==> src/design/rcc_pkg.sv <==
// ----------------------------------------------------------------------------
// rcc_pkg - shared types and constants for the RGBW colour correction block
// Pixel and numerator bundles, configuration register indexes, divider
// reciprocal and clamp limit.
// ----------------------------------------------------------------------------
package rcc_pkg;

  typedef logic [7:0] chan_t;

  // packed so that red sits in the lowest byte
  typedef struct packed {
    chan_t white;
    chan_t blue;
    chan_t green;
    chan_t red;
  } pixel_t;

  // numerator over 60000, signed, wide enough for every corner of the range
  typedef logic signed [26:0] num_t;

  typedef struct packed {
    num_t white;
    num_t blue;
    num_t green;
    num_t red;
  } num_bundle_t;

  typedef struct packed {
    logic [6:0]        brightness;
    logic [6:0]        saturation;
    logic signed [7:0] temperature;
  } cfg_t;

  typedef enum logic [1:0] {
    CFG_BRIGHTNESS  = 2'd0,
    CFG_SATURATION  = 2'd1,
    CFG_TEMPERATURE = 2'd2
  } cfg_idx_t;

  // floor(n / 60000) == (n * DIV_RECIP) >> DIV_SHIFT for every n < 2^24
  localparam logic [24:0] DIV_RECIP = 25'd18325194;
  localparam int          DIV_SHIFT = 40;
  // 256 * 60000: at or above this the channel saturates
  localparam logic [23:0] CLAMP_LIM = 24'd15360000;

  localparam logic [6:0]        BRIGHT_RST = 7'd100;
  localparam logic [6:0]        SAT_RST    = 7'd100;
  localparam logic signed [7:0] TEMP_RST   = 8'sd0;

endpackage

==> src/design/rcc_mix.sv <==
// ----------------------------------------------------------------------------
// rcc_mix - numerator pipeline
// Three register stages: gain and white products, per-channel products,
// then the four numerators over 60000.
// ----------------------------------------------------------------------------
module rcc_mix (
  input  logic                clk,
  input  logic                en,
  input  rcc_pkg::pixel_t     pix,
  input  rcc_pkg::cfg_t       cfg,
  output rcc_pkg::num_bundle_t num
);
  import rcc_pkg::*;

  // stage 1
  chan_t             r1_r, g1_r, b1_r;
  logic [13:0]       bs1_r;
  logic [15:0]       wt1_r;
  logic [14:0]       wb1_r;
  logic [9:0]        sum1_r;
  logic signed [7:0] desat1_r;
  logic              warm1_r, cool1_r;
  logic [7:0]        tabs;

  // stage 2
  logic [21:0]        rbs2_r, gbs2_r, bbs2_r;
  logic [15:0]        wt2_r;
  logic [14:0]        wb2_r;
  logic signed [17:0] sdes2_r;
  logic               warm2_r, cool2_r;

  // stage 3
  logic [25:0] nr, ng, nb;
  num_t        nw;
  num_bundle_t num_r;

  // |T|, -128 gives 128
  assign tabs = cfg.temperature[7] ? 8'(-cfg.temperature) : 8'(cfg.temperature);

  always_ff @(posedge clk) begin
    if (en) begin
      r1_r     <= pix.red;
      g1_r     <= pix.green;
      b1_r     <= pix.blue;
      bs1_r    <= cfg.brightness * cfg.saturation;
      wt1_r    <= pix.white * tabs;
      wb1_r    <= pix.white * cfg.brightness;
      sum1_r   <= 10'(pix.red) + 10'(pix.green) + 10'(pix.blue);
      desat1_r <= 8'sd100 - $signed({1'b0, cfg.saturation});
      warm1_r  <= !cfg.temperature[7] && (cfg.temperature != 8'sd0);
      cool1_r  <= cfg.temperature[7];
    end
  end

  always_ff @(posedge clk) begin
    if (en) begin
      rbs2_r  <= r1_r * bs1_r;
      gbs2_r  <= g1_r * bs1_r;
      bbs2_r  <= b1_r * bs1_r;
      wt2_r   <= wt1_r;
      wb2_r   <= wb1_r;
      sdes2_r <= $signed({1'b0, sum1_r}) * desat1_r;
      warm2_r <= warm1_r;
      cool2_r <= cool1_r;
    end
  end

  // constant scalings only: shift-and-add
  always_comb begin
    nr = 26'(rbs2_r) * 26'd6 + (warm2_r ? 26'(wt2_r) * 26'd300 : 26'd0);
    ng = 26'(gbs2_r) * 26'd6 + (warm2_r ? 26'(wt2_r) * 26'd150 : 26'd0);
    nb = 26'(bbs2_r) * 26'd6 + (cool2_r ? 26'(wt2_r) * 26'd100 : 26'd0);
    nw = num_t'(wb2_r) * num_t'(600) + num_t'(sdes2_r) * num_t'(200)
       - num_t'(wt2_r) * num_t'(100);
  end

  always_ff @(posedge clk) begin
    if (en) begin
      num_r.red   <= $signed({1'b0, nr});
      num_r.green <= $signed({1'b0, ng});
      num_r.blue  <= $signed({1'b0, nb});
      num_r.white <= nw;
    end
  end

  assign num = num_r;

endmodule

==> src/design/rcc_div.sv <==
// ----------------------------------------------------------------------------
// rcc_div - divide by 60000 with floor and saturation
// Two stages: range check, then reciprocal multiply; quotient picked after.
// ----------------------------------------------------------------------------
module rcc_div (
  input  logic          clk,
  input  logic          en,
  input  rcc_pkg::num_t num,
  output rcc_pkg::chan_t q
);
  import rcc_pkg::*;

  logic        neg1_r, ovf1_r;
  logic [23:0] n1_r;
  logic        neg2_r, ovf2_r;
  logic [48:0] prod2_r;

  always_ff @(posedge clk) begin
    if (en) begin
      neg1_r <= num[26];
      ovf1_r <= !num[26] && (num[25:24] != 2'b00 || num[23:0] >= CLAMP_LIM);
      n1_r   <= num[23:0];
    end
  end

  always_ff @(posedge clk) begin
    if (en) begin
      neg2_r  <= neg1_r;
      ovf2_r  <= ovf1_r;
      prod2_r <= n1_r * DIV_RECIP;
    end
  end

  always_comb begin
    if (neg2_r) begin
      q = 8'd0;
    end else if (ovf2_r) begin
      q = 8'd255;
    end else begin
      q = prod2_r[DIV_SHIFT+7:DIV_SHIFT];
    end
  end

endmodule

==> src/design/rgbw_color_correction.sv <==
// ----------------------------------------------------------------------------
// rgbw_color_correction - RGBW pixel colour correction, one item per clock
// Brightness, saturation and colour temperature applied to a pixel stream.
// ----------------------------------------------------------------------------
// Usage:
//   in_*  : slave stream, one RGBW pixel per item (red in the lowest byte).
//   out_* : master stream, one corrected RGBW pixel per accepted item.
//   cfg_* : write-only registers, 0 brightness, 1 saturation,
//           2 temperature (two's complement); index 3 is ignored.
//           Write only while the pipe is empty.
// Throughput: one item per clock; set by the six-register pipe
//   (three numerator stages, two divider stages, output register).
// The whole pipe advances together on one enable; when the receiver holds
//   out_tready low with a result waiting, every stage freezes and in_tready
//   drops, so nothing is lost or repeated. Bubbles do not advance while
//   frozen.
// Reset: registers return to brightness 100, saturation 100,
//   temperature 0; all valid bits clear.
// ----------------------------------------------------------------------------
module rgbw_color_correction (
  input  logic        clk,
  input  logic        rst_n,
  input  logic        cfg_we,
  input  logic [1:0]  cfg_addr,
  input  logic [7:0]  cfg_wdata,
  input  logic        in_tvalid,
  output logic        in_tready,
  input  logic [31:0] in_tdata,   // red[7:0] green[15:8] blue[23:16] white[31:24]
  output logic        out_tvalid,
  input  logic        out_tready,
  output logic [31:0] out_tdata   // red[7:0] green[15:8] blue[23:16] white[31:24]
);
  import rcc_pkg::*;

  localparam int NSTG = 5;  // stages ahead of the output register

  cfg_t         cfg_r, cfg_nxt;
  logic         en;
  logic [NSTG-1:0] vld_r, vld_nxt;
  logic         out_valid_r, out_valid_nxt;
  pixel_t       out_pix_r;
  pixel_t       pix_in, pix_q;
  num_bundle_t  num;

  // ---- configuration registers ----
  always_comb begin
    cfg_nxt = cfg_r;
    if (cfg_we) begin
      case (cfg_idx_t'(cfg_addr))
        CFG_BRIGHTNESS:  cfg_nxt.brightness  = cfg_wdata[6:0];
        CFG_SATURATION:  cfg_nxt.saturation  = cfg_wdata[6:0];
        CFG_TEMPERATURE: cfg_nxt.temperature = $signed(cfg_wdata);
        default:         cfg_nxt = cfg_r;
      endcase
    end
  end

  always_ff @(posedge clk) begin
    if (!rst_n) begin
      cfg_r.brightness  <= BRIGHT_RST;
      cfg_r.saturation  <= SAT_RST;
      cfg_r.temperature <= TEMP_RST;
    end else begin
      cfg_r <= cfg_nxt;
    end
  end

  // ---- pipe enable: free output slot or result being taken ----
  assign en        = !out_valid_r || out_tready;
  assign in_tready = en;

  assign pix_in = pixel_t'(in_tdata);

  rcc_mix u_mix (
    .clk (clk),
    .en  (en),
    .pix (pix_in),
    .cfg (cfg_r),
    .num (num)
  );

  rcc_div u_div_r (.clk(clk), .en(en), .num(num.red),   .q(pix_q.red));
  rcc_div u_div_g (.clk(clk), .en(en), .num(num.green), .q(pix_q.green));
  rcc_div u_div_b (.clk(clk), .en(en), .num(num.blue),  .q(pix_q.blue));
  rcc_div u_div_w (.clk(clk), .en(en), .num(num.white), .q(pix_q.white));

  // ---- valid bits travel with the data ----
  always_comb begin
    vld_nxt       = vld_r;
    out_valid_nxt = out_valid_r;
    if (en) begin
      vld_nxt       = {vld_r[NSTG-2:0], in_tvalid};
      out_valid_nxt = vld_r[NSTG-1];
    end
  end

  always_ff @(posedge clk) begin
    if (!rst_n) begin
      vld_r       <= '0;
      out_valid_r <= 1'b0;
    end else begin
      vld_r       <= vld_nxt;
      out_valid_r <= out_valid_nxt;
    end
  end

  always_ff @(posedge clk) begin
    if (en) begin
      out_pix_r <= pix_q;
    end
  end

  assign out_tvalid = out_valid_r;
  assign out_tdata  = out_pix_r;

  // ---- assertions ----
  a_stall_freeze: assert property (@(posedge clk) disable iff (!rst_n)
    (out_valid_r && !out_tready) |=> ($stable(vld_r) && $stable(out_pix_r)))
    else $error("pipe moved while output stalled");

  a_accept_enters: assert property (@(posedge clk) disable iff (!rst_n)
    (in_tvalid && in_tready) |=> vld_r[0])
    else $error("accepted item missing from first stage");

  a_out_source: assert property (@(posedge clk) disable iff (!rst_n)
    $rose(out_valid_r) |-> $past(vld_r[NSTG-1]))
    else $error("output valid without item in last stage");

  a_reset_clear: assert property (@(posedge clk)
    !rst_n |=> (!out_valid_r && (vld_r == '0)))
    else $error("valid bits not cleared by reset");

endmodule

==> config.mk <==
export PLATFORM = sky130hd
export DESIGN_NAME = rgbw_color_correction
export DESIGN_NICKNAME = d
export VERILOG_FILES = /design/src/design/rcc_pkg.sv /design/src/design/rcc_mix.sv /design/src/design/rcc_div.sv /design/src/design/rgbw_color_correction.sv
export SDC_FILE = /design/constraint.sdc
export NUM_CORES = 2
export LEC_CHECK = 0
export BUFFER_PORTS_ARGS = -buffer_cell sky130_fd_sc_hd__buf_2
export CORE_UTILIZATION = 50
export DETAILED_ROUTE_END_ITERATION = 16
export GPL_TIMING_DRIVEN = 1
export PLACE_DENSITY = 0.69
export SYNTH_ARGS = -nofsm -noshare
export SYNTH_HDL_FRONTEND = slang
export SYNTH_SLANG_ARGS = --single-unit
==> constraint.sdc <==
create_clock -name clk -period 17.3 [get_ports clk]
set_input_delay 2.595 -clock clk [delete_from_list [all_inputs] [get_ports clk]]
set_output_delay 2.595 -clock clk [all_outputs]
set_load 0.02 [all_outputs]
==> run_results.csv <==
group,metric,value,unit
logic_synthesis,yosysWarnings,0,
layout,antenna_cells,0,
sta,clock_skew,37.2,ps
logic_synthesis,synth_fa_ha_area_share,54.9,%
logic_synthesis,syn-instance-count,8000,
min_path,min_from,"u_mix.num[39]$_DFFE_PP_",
min_path,hold-path-cell-count,0,
placement,placed_cells,10200,
route,top_layer,"met4",
worst_setup_path,worst-setup-path-type,"reg -> reg",
clock_network,clock_sinks,499,
layout,fillerInstances,14500,
worst_setup_path,regToRegStartpoint,"u_div_r.n1_r[5]$_DFFE_PP_",
worst_setup_path,cp.arrival,7550,ps
route,drc,0,
layout,regArea,14700,sq um
floorplan,design.core.area,167000,sq um
logic_synthesis,synth_top_family_by_area,"adder cells",
clock_network,cts.htree.levels,2,
route,firstDrtPassIters,6,
clock_network,clockBufferDepth,3,
layout,multiInputGateArea,62200,sq um
logic_synthesis,muxShareOfSynthArea,0.321,%
sta,fin_hold_ws,408,ps
sta,setup_viol,0,
sta,fin_setup_tns,0,ps
floorplan,dieArea,170000,sq um
route,wl_met3,7.64,mm
route,wirelength_met1,83.7,mm
layout,nets,11000,
grt,grt_first_pass_wirelength,304,mm
worst_setup_path,rr_endpoint,"u_div_r.prod2_r[47]$_DFFE_PP_",
route,wl,184,mm
logic_synthesis,postSynth.asyncResetShare,0,%
worst_setup_path,critPathLaunchType,"flop",
logic_synthesis,synthesis.area,84300,sq um
grt,antenna_found_initial,1,
logic_synthesis,synthFlopType,"edfxtp_1",
route,wl_per_cell,17.9,um
sta,hold_violations,0,
logic_synthesis,syn-num-nets,11000,
layout,area.growth.synth_to_final,5.89,%
clock_network,cts_root_buf,"clkbuf_16",
floorplan,initial_utilization,50.4,%
sta,fmax,0.140,GHz
grt,grt_pass1_vias,58600,
min_path,hold_class,"reg -> reg",
floorplan,die_h,413,um
worst_setup_path,path_max_fanout,10,
logic_synthesis,avgSynthCellArea,10.5,sq um
floorplan,die_width,413,um
logic_synthesis,synthSimpleGateAreaFrac,8.06,%
worst_setup_path,regToRegSetupSlack,10160,ps
placement,gp_congestion,0.947,
route,route.met2.wl,88.0,mm
route,route.vias.total,54400,
worst_setup_path,worstSetupEndpointType,"flop",
clock_network,postCtsResizedCells,0,
logic_synthesis,synth_edf_count,471,
route,drtIter0Drc,2913,
logic_synthesis,ys_seq_elements,499,
sta,rsz0062_at_grt,"no",
grt,grt_use_total,22.5,%
logic_synthesis,synth-xor-area-share,3.56,%
sta,period_share,41.3,%
layout,drive_above_1_share,3.34,%
worst_setup_path,worstPathRequired,17700,ps
route,via_per_inst,5.27,
clock_network,clkTransAtPathRegs,60,ps
run_status,outcome,"completed",
clock_network,cts_tree,"done",
route,ant_nets,0,
worst_setup_path,rr_worst_depth,24,
clock_network,cts_buffers,59,
placement,dp_hpwl,157,mm
floorplan,floorplan.rows,150,
grt,grt-ovfl-total,0,
logic_synthesis,synth_compound_area_share,6.99,%
sta,finalMaxSlewViolations,0,
placement,port_buffers,80,
clock_network,cts_hold_buf,0,
run,drv_cap,0,
sta,relSlewSlack,22.4,%
clock_network,clk_latency,690,ps
sta,worst_slew_pin_slew,1160,ps
sta,min_period,7150,ps
grt,grt_max_degree,187,
floorplan,ios,81,
logic_synthesis,synth.distinct_cells,84,
clock_network,postCtsSetupBuffers,0,
layout,instances_no_fill,10300,
min_path,hold_path_end,"u_div_g.n1_r[12]$_DFFE_PP_",
logic_synthesis,ys_seq_area_share,17.5,%
## routing by layer
metal	vias to the layer above	track usage, %
met2	1098	38.2
li1	26000	-
met3	215	2.28
met1	27200	30.5
met5	-	0
met4	0	6.03
## how the worst max path moves through the flow
stage | endpoint | startpoint | slack (ps) | cells after the start
floorplan | in_tready | out_tready | 2680 | 3
global placement | u_div_r.prod2_r[47]$_DFFE_PP_ | u_div_r.n1_r[5]$_DFFE_PP_ | 10180 | 24
detailed placement | u_mix.wt1_r[13]$_DFFE_PP_ | in_tdata[29] | 10130 | 18
CTS | u_div_r.prod2_r[47]$_DFFE_PP_ | u_div_r.n1_r[5]$_DFFE_PP_ | 10140 | 24
global route | u_div_r.prod2_r[47]$_DFFE_PP_ | u_div_r.n1_r[6]$_DFFE_PP_ | 9750 | 24
finish | u_div_r.prod2_r[47]$_DFFE_PP_ | u_div_r.n1_r[5]$_DFFE_PP_ | 10160 | 24
## state kept, by name (all words and copies together), names as in the netlist, 23 cells and up
name          cells
u_mix.num       100
u_div_b.n1_r     23
u_div_r.n1_r     23
out_tdata        32
u_div_g.n1_r     23
## metrics by stage
stage | instance area (sq um) | util [%] | worst slack [ps]
2_1_floorplan | 84300 | - | 2680
3_3_place_gp | 87300 | 52.2 | 10180
3_5_place_dp | 87300 | 52.2 | 10130
4_1_cts | 89200 | 53.4 | 10140
5_1_grt | 89200 | 53.4 | 9750
6_report | 89200 | 53.4 | 10160
## cell usage after synthesis (53+ instances only)
cell	count	area (sq um)
inv_1	1863	6990
ha_1	1621	20300
fa_1	1298	26000
edfxtp_1	471	14100
nand2_1	434	1630
and2_1	295	1850
a21oi_1	273	1370
xnor2_1	242	2120
nor2_1	224	841
o21ai_0	155	776
a21o_1	151	1130
xor2_1	96	841
clkbuf_1	92	345
nor2b_1	89	557
o21a_1	57	428
nand3_1	56	280
nor3_1	53	265
## kinds of logic (layout without fill, tap and decap cells)
family          count (synthesis)  after routing
buf+inv                      1956           2078
xor+xnor                      340            340
compound gates                900            900
fa+ha+maj                    2919           2919
mux                            27             27
flops                         499            499
simple gates                 1359           1359
## critical path, cell delays in order, from the launching register on
cell and delay (ps):
edfxtp_1 650, fa_1 530, inv_1 90, fa_1 430, fa_1 490, inv_1 50, fa_1 490, inv_1 50
fa_1 530, inv_1 50, fa_1 480, inv_1 50, fa_1 470, inv_1 40, ha_1 280, nand2_1 50
or3_1 360, a211o_1 260, a21oi_1 280, a2111oi_2 100, o21ai_1 300, a41oi_2 230, o221ai_2 300, and4_1 230
nor3_1 60
## cell usage in the layout, fill, tap and decap left out, types with 56 or more instances in the layout
| cell | netlist | final |
|---|---|---|
| o21ai_0 | 155 | 155 |
| nand3_1 | 56 | 56 |
| nor2_1 | 224 | 224 |
| nand2_1 | 434 | 434 |
| a21oi_1 | 273 | 273 |
| nor2b_1 | 89 | 89 |
| clkbuf_16 | 0 | 59 |
| and2_1 | 295 | 295 |
| o21a_1 | 57 | 57 |
| a21o_1 | 151 | 151 |
| xnor2_1 | 242 | 242 |
| inv_1 | 1863 | 1862 |
| edfxtp_1 | 471 | 471 |
| ha_1 | 1621 | 1621 |
| buf_2 | 0 | 80 |
| fa_1 | 1298 | 1298 |
| xor2_1 | 96 | 96 |
## layout make-up
class,count,area share [%]
clock inverter,49,0.520
clock buffer,61,1.66
inverter,1863,7.85
timing repair buffer,105,0.673
sequential,499,16.5
multi-input combinational,5545,69.7
tap,2204,3.09
Power is left out: the tool's default activity adds up to more than one toggle a clock period on the data nets, which glitch-free logic cannot reach.
